--- src/sv/cwc_pkg.sv ---
// Shared types and constants for the congestion window controller.
`timescale 1ns / 1ps

package cwc_pkg;

    // Mode codes as they appear on the mode output.
    localparam logic [2:0] MODE_RECOVER = 3'd0;
    localparam logic [2:0] MODE_STABLE  = 3'd1;
    localparam logic [2:0] MODE_DRAIN   = 3'd2;
    localparam logic [2:0] MODE_GAIN1   = 3'd3;
    localparam logic [2:0] MODE_GAIN2   = 3'd4;

    // Command codes of an input item.
    localparam logic CMD_ACK  = 1'b0;
    localparam logic CMD_LOSS = 1'b1;

    // Operand selection for the shared divider.
    localparam logic [1:0] DSEL_EST  = 2'd0;
    localparam logic [1:0] DSEL_GROW = 2'd1;
    localparam logic [1:0] DSEL_PAC  = 2'd2;

    // Divider geometry.
    localparam int DVD_W     = 62;
    localparam int DSR_W     = 24;
    localparam int DIV_CNT_W = 6;

    // Window and factor limits.
    localparam logic [31:0] WIN_MIN   = 32'd4;
    localparam logic [31:0] WIN_MAX   = 32'd33554432;
    localparam logic [7:0]  INC_MIN   = 8'd2;
    localparam logic [7:0]  INC_MAX   = 8'd128;
    localparam logic [7:0]  SS_INC    = 8'd2;
    localparam logic [19:0] US_PER_S  = 20'd1000000;
    localparam logic [23:0] RTT_RESET = 24'd1000000;
    localparam logic [23:0] MIN_RESET = 24'd10000000;
    localparam logic [15:0] SEG_RESET = 16'd1460;
    localparam logic [47:0] PACE_MAX  = 48'hFFFF_FFFF_FFFF;

    // Commands from the controller to the datapath.
    typedef struct packed {
        logic       load;
        logic       loss;
        logic       est_mul;
        logic       div_start;
        logic [1:0] div_sel;
        logic       upd;
        logic       trans;
        logic       pac_mul1;
        logic       pac_mul2;
        logic       pac_zero;
        logic       pac_set;
        logic       emit;
    } t_dp_cmd;

    // Status from the datapath to the controller.
    typedef struct packed {
        logic is_loss;
        logic need_est;
        logic need_grow;
        logic is_gain;
        logic div_busy;
    } t_dp_sts;

endpackage

--- src/sv/cwc_ctrl.sv ---
// Controller: sequences the datapath through one item and runs the handshakes.
`timescale 1ns / 1ps

module cwc_ctrl (
    input  logic              i_clk,
    input  logic              i_rst_n,
    input  logic              i_in_valid,
    output logic              o_in_stall,
    output logic              o_out_valid,
    input  logic              i_out_stall,
    input  cwc_pkg::t_dp_sts  i_sts,
    output cwc_pkg::t_dp_cmd  o_cmd
);

    localparam logic [3:0] S_IDLE      = 4'd0;
    localparam logic [3:0] S_START     = 4'd1;
    localparam logic [3:0] S_EST_MUL   = 4'd2;
    localparam logic [3:0] S_EST_DIV   = 4'd3;
    localparam logic [3:0] S_EST_WAIT  = 4'd4;
    localparam logic [3:0] S_UPD       = 4'd5;
    localparam logic [3:0] S_CHECK     = 4'd6;
    localparam logic [3:0] S_GROW_WAIT = 4'd7;
    localparam logic [3:0] S_TRANS     = 4'd8;
    localparam logic [3:0] S_PAC_MUL1  = 4'd9;
    localparam logic [3:0] S_PAC_MUL2  = 4'd10;
    localparam logic [3:0] S_PAC_DIV   = 4'd11;
    localparam logic [3:0] S_PAC_WAIT  = 4'd12;
    localparam logic [3:0] S_PAC_SET   = 4'd13;
    localparam logic [3:0] S_FIN       = 4'd14;

    logic [3:0] r_state, n_state;
    logic       r_out_valid, n_out_valid;
    logic       w_accept;
    logic       w_out_free;

    assign w_accept   = i_in_valid && (r_state == S_IDLE);
    assign w_out_free = !r_out_valid || !i_out_stall;

    // Next state and datapath commands.
    always_comb begin
        n_state = r_state;
        o_cmd   = '0;
        o_cmd.div_sel = cwc_pkg::DSEL_EST;
        unique case (r_state)
            S_IDLE: begin
                if (w_accept) begin
                    o_cmd.load = 1'b1;
                    n_state    = S_START;
                end
            end
            S_START: begin
                if (i_sts.is_loss) begin
                    o_cmd.loss = 1'b1;
                    n_state    = S_FIN;
                end else if (i_sts.need_est) begin
                    n_state = S_EST_MUL;
                end else begin
                    n_state = S_UPD;
                end
            end
            S_EST_MUL: begin
                o_cmd.est_mul = 1'b1;
                n_state       = S_EST_DIV;
            end
            S_EST_DIV: begin
                o_cmd.div_start = 1'b1;
                n_state         = S_EST_WAIT;
            end
            S_EST_WAIT: begin
                if (!i_sts.div_busy) begin
                    n_state = S_UPD;
                end
            end
            S_UPD: begin
                o_cmd.upd = 1'b1;
                n_state   = S_CHECK;
            end
            S_CHECK: begin
                if (i_sts.need_grow) begin
                    o_cmd.div_start = 1'b1;
                    o_cmd.div_sel   = cwc_pkg::DSEL_GROW;
                    n_state         = S_GROW_WAIT;
                end else begin
                    n_state = S_TRANS;
                end
            end
            S_GROW_WAIT: begin
                if (!i_sts.div_busy) begin
                    n_state = S_TRANS;
                end
            end
            S_TRANS: begin
                o_cmd.trans = 1'b1;
                n_state     = S_PAC_MUL1;
            end
            S_PAC_MUL1: begin
                if (i_sts.is_gain) begin
                    o_cmd.pac_zero = 1'b1;
                    n_state        = S_FIN;
                end else begin
                    o_cmd.pac_mul1 = 1'b1;
                    n_state        = S_PAC_MUL2;
                end
            end
            S_PAC_MUL2: begin
                o_cmd.pac_mul2 = 1'b1;
                n_state        = S_PAC_DIV;
            end
            S_PAC_DIV: begin
                o_cmd.div_start = 1'b1;
                o_cmd.div_sel   = cwc_pkg::DSEL_PAC;
                n_state         = S_PAC_WAIT;
            end
            S_PAC_WAIT: begin
                if (!i_sts.div_busy) begin
                    n_state = S_PAC_SET;
                end
            end
            S_PAC_SET: begin
                o_cmd.pac_set = 1'b1;
                n_state       = S_FIN;
            end
            S_FIN: begin
                if (w_out_free) begin
                    o_cmd.emit = 1'b1;
                    n_state    = S_IDLE;
                end
            end
            default: begin
                n_state = S_IDLE;
            end
        endcase
    end

    // Result valid: set on emit, cleared when the item is taken.
    always_comb begin
        n_out_valid = r_out_valid;
        if (o_cmd.emit) begin
            n_out_valid = 1'b1;
        end else if (r_out_valid && !i_out_stall) begin
            n_out_valid = 1'b0;
        end
    end

    always_ff @(posedge i_clk) begin
        if (!i_rst_n) begin
            r_state     <= S_IDLE;
            r_out_valid <= 1'b0;
        end else begin
            r_state     <= n_state;
            r_out_valid <= n_out_valid;
        end
    end

    assign o_in_stall  = (r_state != S_IDLE);
    assign o_out_valid = r_out_valid;

endmodule

--- config.mk ---
export PLATFORM = sky130hd
export DESIGN_NAME = cwc_ctrl
export DESIGN_NICKNAME = d
export VERILOG_FILES = /design/src/sv/cwc_pkg.sv /design/src/sv/cwc_ctrl.sv
export SDC_FILE = /design/constraint.sdc
export NUM_CORES = 1
export LEC_CHECK = 0
export BUFFER_PORTS_ARGS = -buffer_cell sky130_fd_sc_hd__buf_2
export CELL_PAD_IN_SITES_DETAIL_PLACEMENT = 1
export CELL_PAD_IN_SITES_GLOBAL_PLACEMENT = 2
export CORE_ASPECT_RATIO = 0.8
export CORE_MARGIN = 3
export CORE_UTILIZATION = 24
export DETAILED_ROUTE_END_ITERATION = 10
export PLACE_DENSITY = 0.84
export SLEW_MARGIN = 20
export SYNTH_ARGS = -nofsm -noshare
export SYNTH_HDL_FRONTEND = slang
export SYNTH_SLANG_ARGS = --single-unit
--- constraint.sdc ---
create_clock -name i_clk -period 2.4 [get_ports i_clk]
set_input_delay 0.48 -clock i_clk [delete_from_list [all_inputs] [get_ports i_clk]]
set_output_delay 0.48 -clock i_clk [all_outputs]
set_load 0.02 [all_outputs]
After elaboration in Yosys (flattened, before gate mapping) --
Cells that the tools add are included.
Storage, ports and cells: bits of input ports 9, output and inout port bits 15, register bits 5, word-level logic and storage cells 61
Operators by class: reductions and logical operators 10, equality and inequality tests 19, mux-type cells 30
Operators with widths (count):
- one-hot mux 4 bit (15 select lines) | 1
- equality test 4 bit, second input constant | 7
- 2-to-1 mux 4 bit | 7
- 2-to-1 mux 1 bit | 17
- equality test 4 x 3 -> 1 bit, second input constant | 4
- != test 2 bit, second input constant | 5
- 2-to-1 mux 3 bit | 3
- equality test 4 x 2 -> 1 bit, second input constant | 2
- AND reduction 5 bit | 1
- equality test 4 x 1 -> 1 bit, second input constant | 1
- logical NOT 4 bit | 1
- one-hot mux 2 bit (2 select lines) | 1
- nonzero test 4 bit | 1
- logical AND 1 bit | 2
- logical NOT 1 bit | 2
- one-hot mux 1 bit (2 select lines) | 1
- nonzero test 2 bit | 1
- OR reduction 2 bit | 1
- logical OR 1 bit | 1

Logic depth before layout (Yosys ltp) --
Gate-level depths: netlist of the first run.
word-level depth 5, depth in mapped cells 5

Least setup slack after synthesis of the first run --
Ideal clock, no wire load.
path kind reg-to-output, start register r_state[0], end output o_cmd[6] in the netlist's numbering, stages on the path, launching flop included 4, path buffers 2, slack 501 ps, data required time 1920 ps, arrival time 1419 ps, path through dfxtp_1 > buf_4 > clkbuf_1 > nor4bb_1
RTL lines:
- from (decl) | line cwc_ctrl.sv:31 | logic [3:0] r_state, n_state;
- from (signal assigned) | line cwc_ctrl.sv:150 | r_state <= n_state;
- to (decl) | line cwc_ctrl.sv:12 | output cwc_pkg::t_dp_cmd o_cmd

Worst setup path after layout of the first run --
start register r_state[1], end output o_in_stall
Between the ends: longest elaborated chain between the ends 1
Ends and longest elaborated chain:
- nonzero test 4 bit | line cwc_ctrl.sv:155 | assign o_in_stall = (r_state != S_IDLE);
- to (decl) | line cwc_ctrl.sv:8 | output logic o_in_stall,
Every way passes these cells.

==> impl_metrics.toml, run 1 <==
[synthesis]
ys_types = 34
synth_ff_type = "dfxtp_1"
synth.avg_cell_area_sq_um = 7.98
seq_area_frac_synth = 0.206
yosysWarnings = 0
synth_edf_count = 0
syn-num-nets = 70
synth_cells = 61
async_flop_share = 0
ys_ff_latch = 5
synth_area_sq_um = 487

[global_routing]
grt_max_degree = 20
antenna_found_initial = 0
grt_usage = 0.106
grt_pass1_wl_um = 2150
overflow = 0
grt_pass1_vias = 475

[place]
place.port_buffers = 23
gp_congestion = 0.715
dp_hpwl_um = 1040

[min_path]
hp-start = "i_rst_n"
hold_end = "r_state[1]"
hold_class = "primary input to flip-flop"
worstHoldPathCells = 2

[drt]
wire_per_inst_um = 13.2
drc = 0
drt_iter0_markers = 7
first_pass_iters = 3
num_vias = 518
wirelength_um = 1370
via_per_inst = 4.98
antenna_left = 0

[sta]
timing.final.crit_share = 0.829
finClkSkew_ns = 0.00345
rsz0062_at_grt = "false"
min_period_ns = 1.99
finalSetupViolCount = 0
tightest_slew_ns = 0.552
maxSlewHeadroom = 0.631
hold_viol = 0
tns_ns = 0
whs_ns = 0.544
fmax_mhz = 502
finalMaxSlewViolations = 0

[pwr]
design_power_total_mw = 0.715
ir_worst_vdd_v = 0.000470
p_leak_nw = 0.278
p_per_area_mw_per_mm2 = 1170

[setup_path]
startpoint_type = "flip-flop"
crit_buf_inv = 1
r2r_slack_ns = 0.73
worstPathCellList = "or4_4 -> buf_2"
r2r-start = "r_state[1]"
r2r_cells = 4
cp_max_fo = 17
required_ns = 1.92
cp-end-kind = "primary output"
crit_slowest_cell = "or4_4"
critical_path_class = "flip-flop to primary output"
cp_top_family = "simple AND/OR/NAND/NOR gates"
worstPathArrival_ns = 1.51
r2r-end = "r_state[3]"
max_stage_delay_ns = 0.62

[floorplanning]
initial_core_util = 0.277
die_h_um = 46.3
ios = 24
die_area_sq_mm = 0.00261
placementRows = 13
design.core.area_sq_mm = 0.00176
die_x_um = 56.4

[clocking]
postCtsSetupRepairBufs = 0
root_buffer = "clkbuf_4"
cts.hold.buffers_added = 0
path_clk_slew_ns = 0.04
cts_resized = 0
clk_latency_ns = 0.24
clock_path_buffers = 2
clock-sinks = 5
h-tree-depth = 1
cts_tree = "done"
cts_buffers = 3

[finish]
register_area_sq_um = 100
final_nets = 92
nFillCells = 219
multi_input_area_sq_um = 342
diodes = 0
drive_above_1_share = 0.378
syn_to_final_growth_pct = 25.4

[outcome]
run_status = "complete, no violations"

[flow_run]
drv_cap = 0
final cells by class:
class / instances / share of cell area
clock buffer: 4 / 0.0430
tap: 22 / 0.0451
timing repair buffer: 23 / 0.189
sequential: 5 / 0.164
multi-input combinational: 50 / 0.559
metrics by stage:
step	std cells	worst slack [ns]	instance area (sq um)	utilization
2_1_floorplan	61	0.501	487	-
3_3_place_gp	100	0.674	584	0.333
3_5_place_dp	100	0.672	584	0.333
4_1_cts	104	0.377	611	0.348
5_1_grt	104	0.274	611	0.348
6_report	104	0.409	611	0.348
state kept, by name (all words and copies together), names as in the netlist:
signal / count
o_out_valid: 1
r_state: 4
layout by cell type, fill, tap and decap left out, types with 2 or more instances in the layout:
cell type | Yosys | final
nand2_1 | 6 | 6
nor2_1 | 6 | 6
dfxtp_1 | 5 | 5
nor2b_1 | 3 | 3
nand2b_1 | 4 | 4
o21ai_0 | 2 | 2
a21boi_0 | 2 | 2
buf_2 | 1 | 23
a31oi_1 | 2 | 2
clkbuf_4 | 0 | 3
mux2i_1 | 2 | 2
nor3_1 | 3 | 3
cells in the mapped netlist, drive strengths merged, types with 3 or more instances:
master  count  area, sq um
nor2        6         22.5
buf         4         27.5
nor2b       3         18.8
nor3        3         15.0
nand2b      4         25.0
nand2       6         22.5
dfxtp       5          100
metal layers:
layer / share of wire / wire, um / track usage / vias up
met5: 0 / 0 / 0 / -
met4: 0 / 0 / 0.0142 / 0
met3: 0.038 / 52 / 0.0336 / 0
met2: 0.51 / 699 / 0.182 / 11
met1: 0.45 / 615 / 0.136 / 234
li1: - / - / - / 273
logic make-up (layout without fill, tap and decap cells):
family | count (synthesis) | count (layout) | synth area share
AO/OA/AOI/OAI | 14 | 14 | 0.244
flip-flops | 5 | 5 | 0.206
multiplexers | 2 | 2 | 0.0411
AND/OR/NAND/NOR | 34 | 34 | 0.416
buffers and inverters | 6 | 27 | 0.0925
report_power, final:
group | total, mW | switching, mW | internal (mW)
Clock | 0.0960 | 0.0333 | 0.0628
Combinational | 0.385 | 0.196 | 0.188
Sequential | 0.234 | 0.122 | 0.113
worst max-delay path by stage:
stage,from,endpoint,slack [ns],depth (start not counted)
floorplan,r_state[0],o_cmd[6],0.50,3
global placement,r_state[1],o_in_stall,0.67,2
detailed placement,r_state[1],o_in_stall,0.67,2
CTS,r_state[2],o_cmd[0],0.38,3
global route,r_state[0],o_cmd[1],0.27,3
finish,r_state[1],o_in_stall,0.41,2
Note: power is estimated with default switching activity, not from simulation.
==> inputs of run 2 (changes only) <==
--- a/config.mk
+++ b/config.mk
@@ -5,14 +5,15 @@
 export SDC_FILE = /design/constraint.sdc
 export NUM_CORES = 1
 export LEC_CHECK = 0
+export ABC_AREA = 1
 export BUFFER_PORTS_ARGS = -buffer_cell sky130_fd_sc_hd__buf_2
 export CELL_PAD_IN_SITES_DETAIL_PLACEMENT = 1
 export CELL_PAD_IN_SITES_GLOBAL_PLACEMENT = 2
 export CORE_ASPECT_RATIO = 0.8
 export CORE_MARGIN = 3
-export CORE_UTILIZATION = 24
+export CORE_UTILIZATION = 20
 export DETAILED_ROUTE_END_ITERATION = 10
-export PLACE_DENSITY = 0.84
+export PLACE_DENSITY = 0.79
 export SLEW_MARGIN = 20
 export SYNTH_ARGS = -nofsm -noshare
 export SYNTH_HDL_FRONTEND = slang
==> constraint.sdc (replaced) <==
create_clock -name i_clk -period 1.95 [get_ports i_clk]
set_input_delay 0.39 -clock i_clk [delete_from_list [all_inputs] [get_ports i_clk]]
set_output_delay 0.39 -clock i_clk [all_outputs]
set_load 0.02 [all_outputs]
==> impl_metrics.toml, run 2 <==
[outcome]
run_status = "complete, no violations"

[pwr]
ir_worst_vdd_v = 0.000267
p_sw_mw = 0.575
power_frac_seq = 0.233
p_per_area_mw_per_mm2 = 1480
combPwrFrac = 0.643
p_leak_nw = 0.394
p_sw_frac = 0.575
design_power_total_mw = 1.00
pwr-share-clk = 0.125
internal_power_mw = 0.425

[floorplanning]
design.core.area_sq_mm = 0.00229
die_x_um = 62.7
die_h_um = 51.4
ios = 24
die_area_sq_mm = 0.00322
initial_core_util = 0.225
placementRows = 15

[synthesis]
yosys.cell_count.top_type = "nand2_1"
synth_edf_count = 0
netlist_top_cells_count = "nand2_1, nor2_1, inv_1"
synth_ff_type = "dfxtp_1"
async_flop_share = 0
syn-num-nets = 100
synth.avg_cell_area_sq_um = 5.65
ys_types = 18
yosysWarnings = 0
ys_ff_latch = 5
yosys.area.top_type_share = 0.195
synth_cells = 91
seq_area_frac_synth = 0.195
synth_area_sq_um = 514
synth_area_leaders = "dfxtp_1, nand2_1, nor2_1"
synth_largest_area_cell = "dfxtp_1"

[setup_path]
startpoint_type = "flip-flop"
cpMostUsedCell = "nand2_2"
cp-end-kind = "primary output"
cp_max_fo = 9
required_ns = 1.56
r2r_slack_ns = 0.52
crit_slowest_cell = "dfxtp_1"
max_stage_delay_ns = 0.56
worstPathCellList = "nand2_4 -> nor2_2 -> nand2_2 -> nand2_2 -> buf_2"
critical_path_class = "flip-flop to primary output"
worstPathArrival_ns = 1.44

[sta]
min_period_ns = 1.83
tns_ns = 0
maxSlewHeadroom = 0.724
fmax_mhz = 547
rsz0062_at_grt = "false"
finClkSkew_ns = 0.00518
tightest_slew_ns = 0.413
hold_viol = 0
finalMaxSlewViolations = 0
timing.final.crit_share = 0.937
finalSetupViolCount = 0

[clocking]
postCtsSetupRepairBufs = 0
clock_path_buffers = 2
root_buffer = "clkbuf_4"
cts_buffers = 3
path_clk_slew_ns = 0.05
cts_tree = "done"
clock-sinks = 5
h-tree-depth = 1
clk_latency_ns = 0.25

[finish]
final_nets = 125
largest_reg_flops = 4
final_common_cell = "buf_2"
mostFrequentLayoutCells = "buf_2, nand2_1, nor2_1"
drive_above_1_share = 0.400
diodes = 0
regMostFlops = "r_state"
stdcell_count = 149
syn_to_final_growth_pct = 31.1

[drt]
wirelength_um = 1640
wire_per_inst_um = 11.0
via_per_inst = 4.15
antenna_left = 0
first_pass_iters = 4
drt_iter0_markers = 7
drc = 0
num_vias = 618

[place]
dp_hpwl_um = 1340
gp_congestion = 0.841
place.port_buffers = 23
dp.cells = 145

[global_routing]
grt_pass1_wl_um = 2680
antenna_found_initial = 0
overflow = 0
grt_max_degree = 11
grt_pass1_vias = 616
grt_usage = 0.109

[min_path]
hold_class = "primary input to flip-flop"

[flow_run]
drv_cap = 0
## run 2: power by group through the flow
| stage | Sequential (mW) | Clock [mW] | Combinational (mW) |
|---|---|---|---|
| after global placement | 0.227 | 0 | 0.639 |
| after CTS | 0.230 | 0.130 | 0.651 |
| final | 0.233 | 0.125 | 0.643 |
| after detailed placement | 0.232 | 0 | 0.644 |
| after global routing | 0.242 | 0.135 | 0.718 |
| after floorplan | 0.168 | 0 | 0.548 |
## run 2: cells by family after synthesis
group	after synthesis	synth area share
compound gates	11	0.122
buf+inv	21	0.182
flops	5	0.195
simple gates	54	0.501
## run 2: final timing paths
path	from	end	cells after the start
setup / recovery	r_state[1]	o_cmd[9]	5
hold / removal	i_out_stall	o_out_valid	3
setup reg to reg	r_state[1]	r_state[2]	6
hold reg to reg	o_out_valid	o_out_valid	2
## run 2: metal layers
| metal | vias to the layer above | part of all wire | global-route usage |
|---|---|---|---|
| met1 | 267 | 0.49 | 0.137 |
| met3 | 4 | 0.069 | 0.0352 |
| met4 | 0 | 0.024 | 0.0659 |
| met2 | 22 | 0.41 | 0.163 |
| met5 | - | 0 | 0 |
| li1 | 325 | - | - |
## run 2: final cells by class
class | count | area (sq um)
Fill cell | 336 | 1620
Multi-Input combinational cell | 65 | 320
Timing Repair Buffer | 23 | 115
Sequential cell | 5 | 101
Inverter | 18 | 67.6
Tap cell | 34 | 42.5
Clock buffer | 3 | 22.5
Clock inverter | 1 | 5.00
## run 2: stage by stage
step	setup WS (ns)	area (sq um)	hold slack (ns)	util
after floorplan	0.450	514	0.512	-
after global placement	0.386	646	0.478	0.282
after detailed placement	0.391	646	0.486	0.282
after CTS	0.111	673	0.414	0.294
after global routing	0.0179	674	0.434	0.295
final	0.123	674	0.421	0.295
## run 2: repair_timing
action	in CTS	in global routing
gates resized for setup	0	1
setup endpoints to repair	0	2
hold buffers	0	0
## run 2: critical path, delay by kind of cell (launching register included)
family	cells	cell delay, ns
AND/OR/NAND/NOR	4	0.46
buffers and inverters	1	0.16
flip-flops	1	0.56
==> inputs of run 3 (changes only) <==
--- a/config.mk
+++ b/config.mk
@@ -13,6 +13,7 @@
 export CORE_MARGIN = 3
 export CORE_UTILIZATION = 20
 export DETAILED_ROUTE_END_ITERATION = 10
+export GPL_TIMING_DRIVEN = 0
 export PLACE_DENSITY = 0.79
 export SLEW_MARGIN = 20
 export SYNTH_ARGS = -nofsm -noshare
==> constraint.sdc (replaced) <==
create_clock -name i_clk -period 1.95 [get_ports i_clk]
set_input_delay 0.39 -clock i_clk [delete_from_list [all_inputs] [get_ports i_clk]]
set_output_delay 0.39 -clock i_clk [all_outputs]
set_load 0.01 [all_outputs]
==> impl_metrics.toml, run 3 (synthesis results as in run 2) <==
[floorplanning]
die_x_um = 62.7
die_area_sq_mm = 0.00322
design.core.area_sq_mm = 0.00229
initial_core_util = 0.225
die_h_um = 51.4
placementRows = 15
ios = 24

[min_path]
hold_end = "o_out_valid"
worstHoldPathCells = 3
hold_class = "primary input to flip-flop"
hp-start = "i_out_stall"

[finish]
syn_to_final_growth_pct = 35.8
diodes = 0
regMostFlops = "r_state"
drive_above_1_share = 0.398
final_nets = 128
mostFrequentLayoutCells = "buf_2, nand2_1, nor2_1"
largest_reg_flops = 4
final_common_cell = "buf_2"

[sta]
hold_viol = 0
setup_ws_ns = 0.205
finalSetupViolCount = 0
finalMaxSlewViolations = 0
maxSlewHeadroom = 0.846
finClkSkew_ns = 0.00355
timing.final.crit_share = 0.895
rsz0062_at_grt = "false"
fmax_mhz = 573
tns_ns = 0
min_period_ns = 1.74
tightest_slew_ns = 0.231

[setup_path]
r2r_slack_ns = 0.70
critical_path_class = "flip-flop to primary output"
startpoint_type = "flip-flop"
required_ns = 1.56
cp-end-kind = "primary output"
worstPathArrival_ns = 1.35
r2r-start = "r_state[0]"
crit_start = "r_state[2]"
r2r-end = "r_state[2]"
r2r_cells = 8
cp_max_fo = 10

[clocking]
clock_path_buffers = 2
cts_resized = 0
clock-sinks = 5
h-tree-depth = 1
cts.hold.buffers_added = 0
postCtsSetupRepairBufs = 0
cts_buffers = 3
cts_tree = "done"
root_buffer = "clkbuf_4"
path_clk_slew_ns = 0.04
clk_latency_ns = 0.25

[drt]
drt_iter0_markers = 22
antenna_left = 0
first_pass_iters = 4
via_per_inst = 4.20
num_vias = 638
wirelength_um = 1610
wire_per_inst_um = 10.6
drc = 0

[global_routing]
antenna_found_initial = 0
grt_usage = 0.108
grt_max_degree = 11
grt_pass1_wl_um = 2680
overflow = 0
grt_pass1_vias = 581

[place]
gp_congestion = 0.814
place.port_buffers = 23
post-place-ws_ns = 0.461
dp_hpwl_um = 1320

[pwr]
p_per_area_mw_per_mm2 = 1400
p_leak_nw = 0.407
ir_worst_vdd_v = 0.000313

[outcome]
run_status = "complete, no violations"

[flow_run]
drv_cap = 0
run 3: changes by cell type in the layout (fill, tap and decap cells not counted):
cell and delta:
buf_6 +1, clkinv_2 -1, dfxtp_2 -1, dfxtp_1 +1
clkbuf_1 +1, buf_4 +2
run 3: worst max-delay path, cell delays in order, from the launching register on:
cell and delay, ns:
dfxtp_1 0.30, buf_4 0.18, nand2_1 0.10, nor2_2 0.15, inv_1 0.07, nor2_1 0.09, buf_4 0.11, buf_2 0.11
run 3: worst max-delay path by stage:
| stage | to |
|---|---|
| 3_3_place_gp | o_cmd[0] |
| 6_report | o_cmd[0] |
| 2_1_floorplan | o_cmd[4] |
| 4_1_cts | o_cmd[0] |
| 5_1_grt | o_cmd[0] |
| 3_5_place_dp | o_cmd[0] |
run 3: final cells by class:
| cell class | instances | area (sq um) |
|---|---|---|
| Fill cell | 324 | 1590 |
| Sequential cell | 5 | 100 |
| Inverter | 18 | 67.6 |
| Buffer | 3 | 26.3 |
| Clock buffer | 4 | 26.3 |
| Timing Repair Buffer | 23 | 115 |
| Multi-Input combinational cell | 65 | 320 |
| Tap cell | 34 | 42.5 |
run 3: power breakdown:
group	switching, mW	total (mW)	internal, mW
sequential	0.0355	0.175	0.140
combinational	0.436	0.675	0.238
clock	0.0511	0.129	0.0779
total	0.523	0.979	0.456
run 3: per-layer routing:
layer | share of wire | vias to the layer above | wire length (um) | track usage
met4 | 0.016 | 0 | 25 | 0.0659
li1 | - | 326 | - | -
met1 | 0.51 | 288 | 824 | 0.154
met2 | 0.41 | 22 | 665 | 0.147
met5 | 0 | - | 0 | 0
met3 | 0.057 | 2 | 92 | 0.0220
run 3: through the flow:
stage / total power, mW / area (sq um) / hold slack (ns) / util / instances
floorplan: 0.664 / 514 / 0.502 / - / 91
global placement: 0.842 / 672 / 0.476 / 0.293 / 148
detailed placement: 0.855 / 672 / 0.484 / 0.293 / 148
CTS: 0.993 / 698 / 0.421 / 0.305 / 152
global route: 1.08 / 698 / 0.433 / 0.305 / 152
finish: 0.979 / 698 / 0.423 / 0.305 / 152
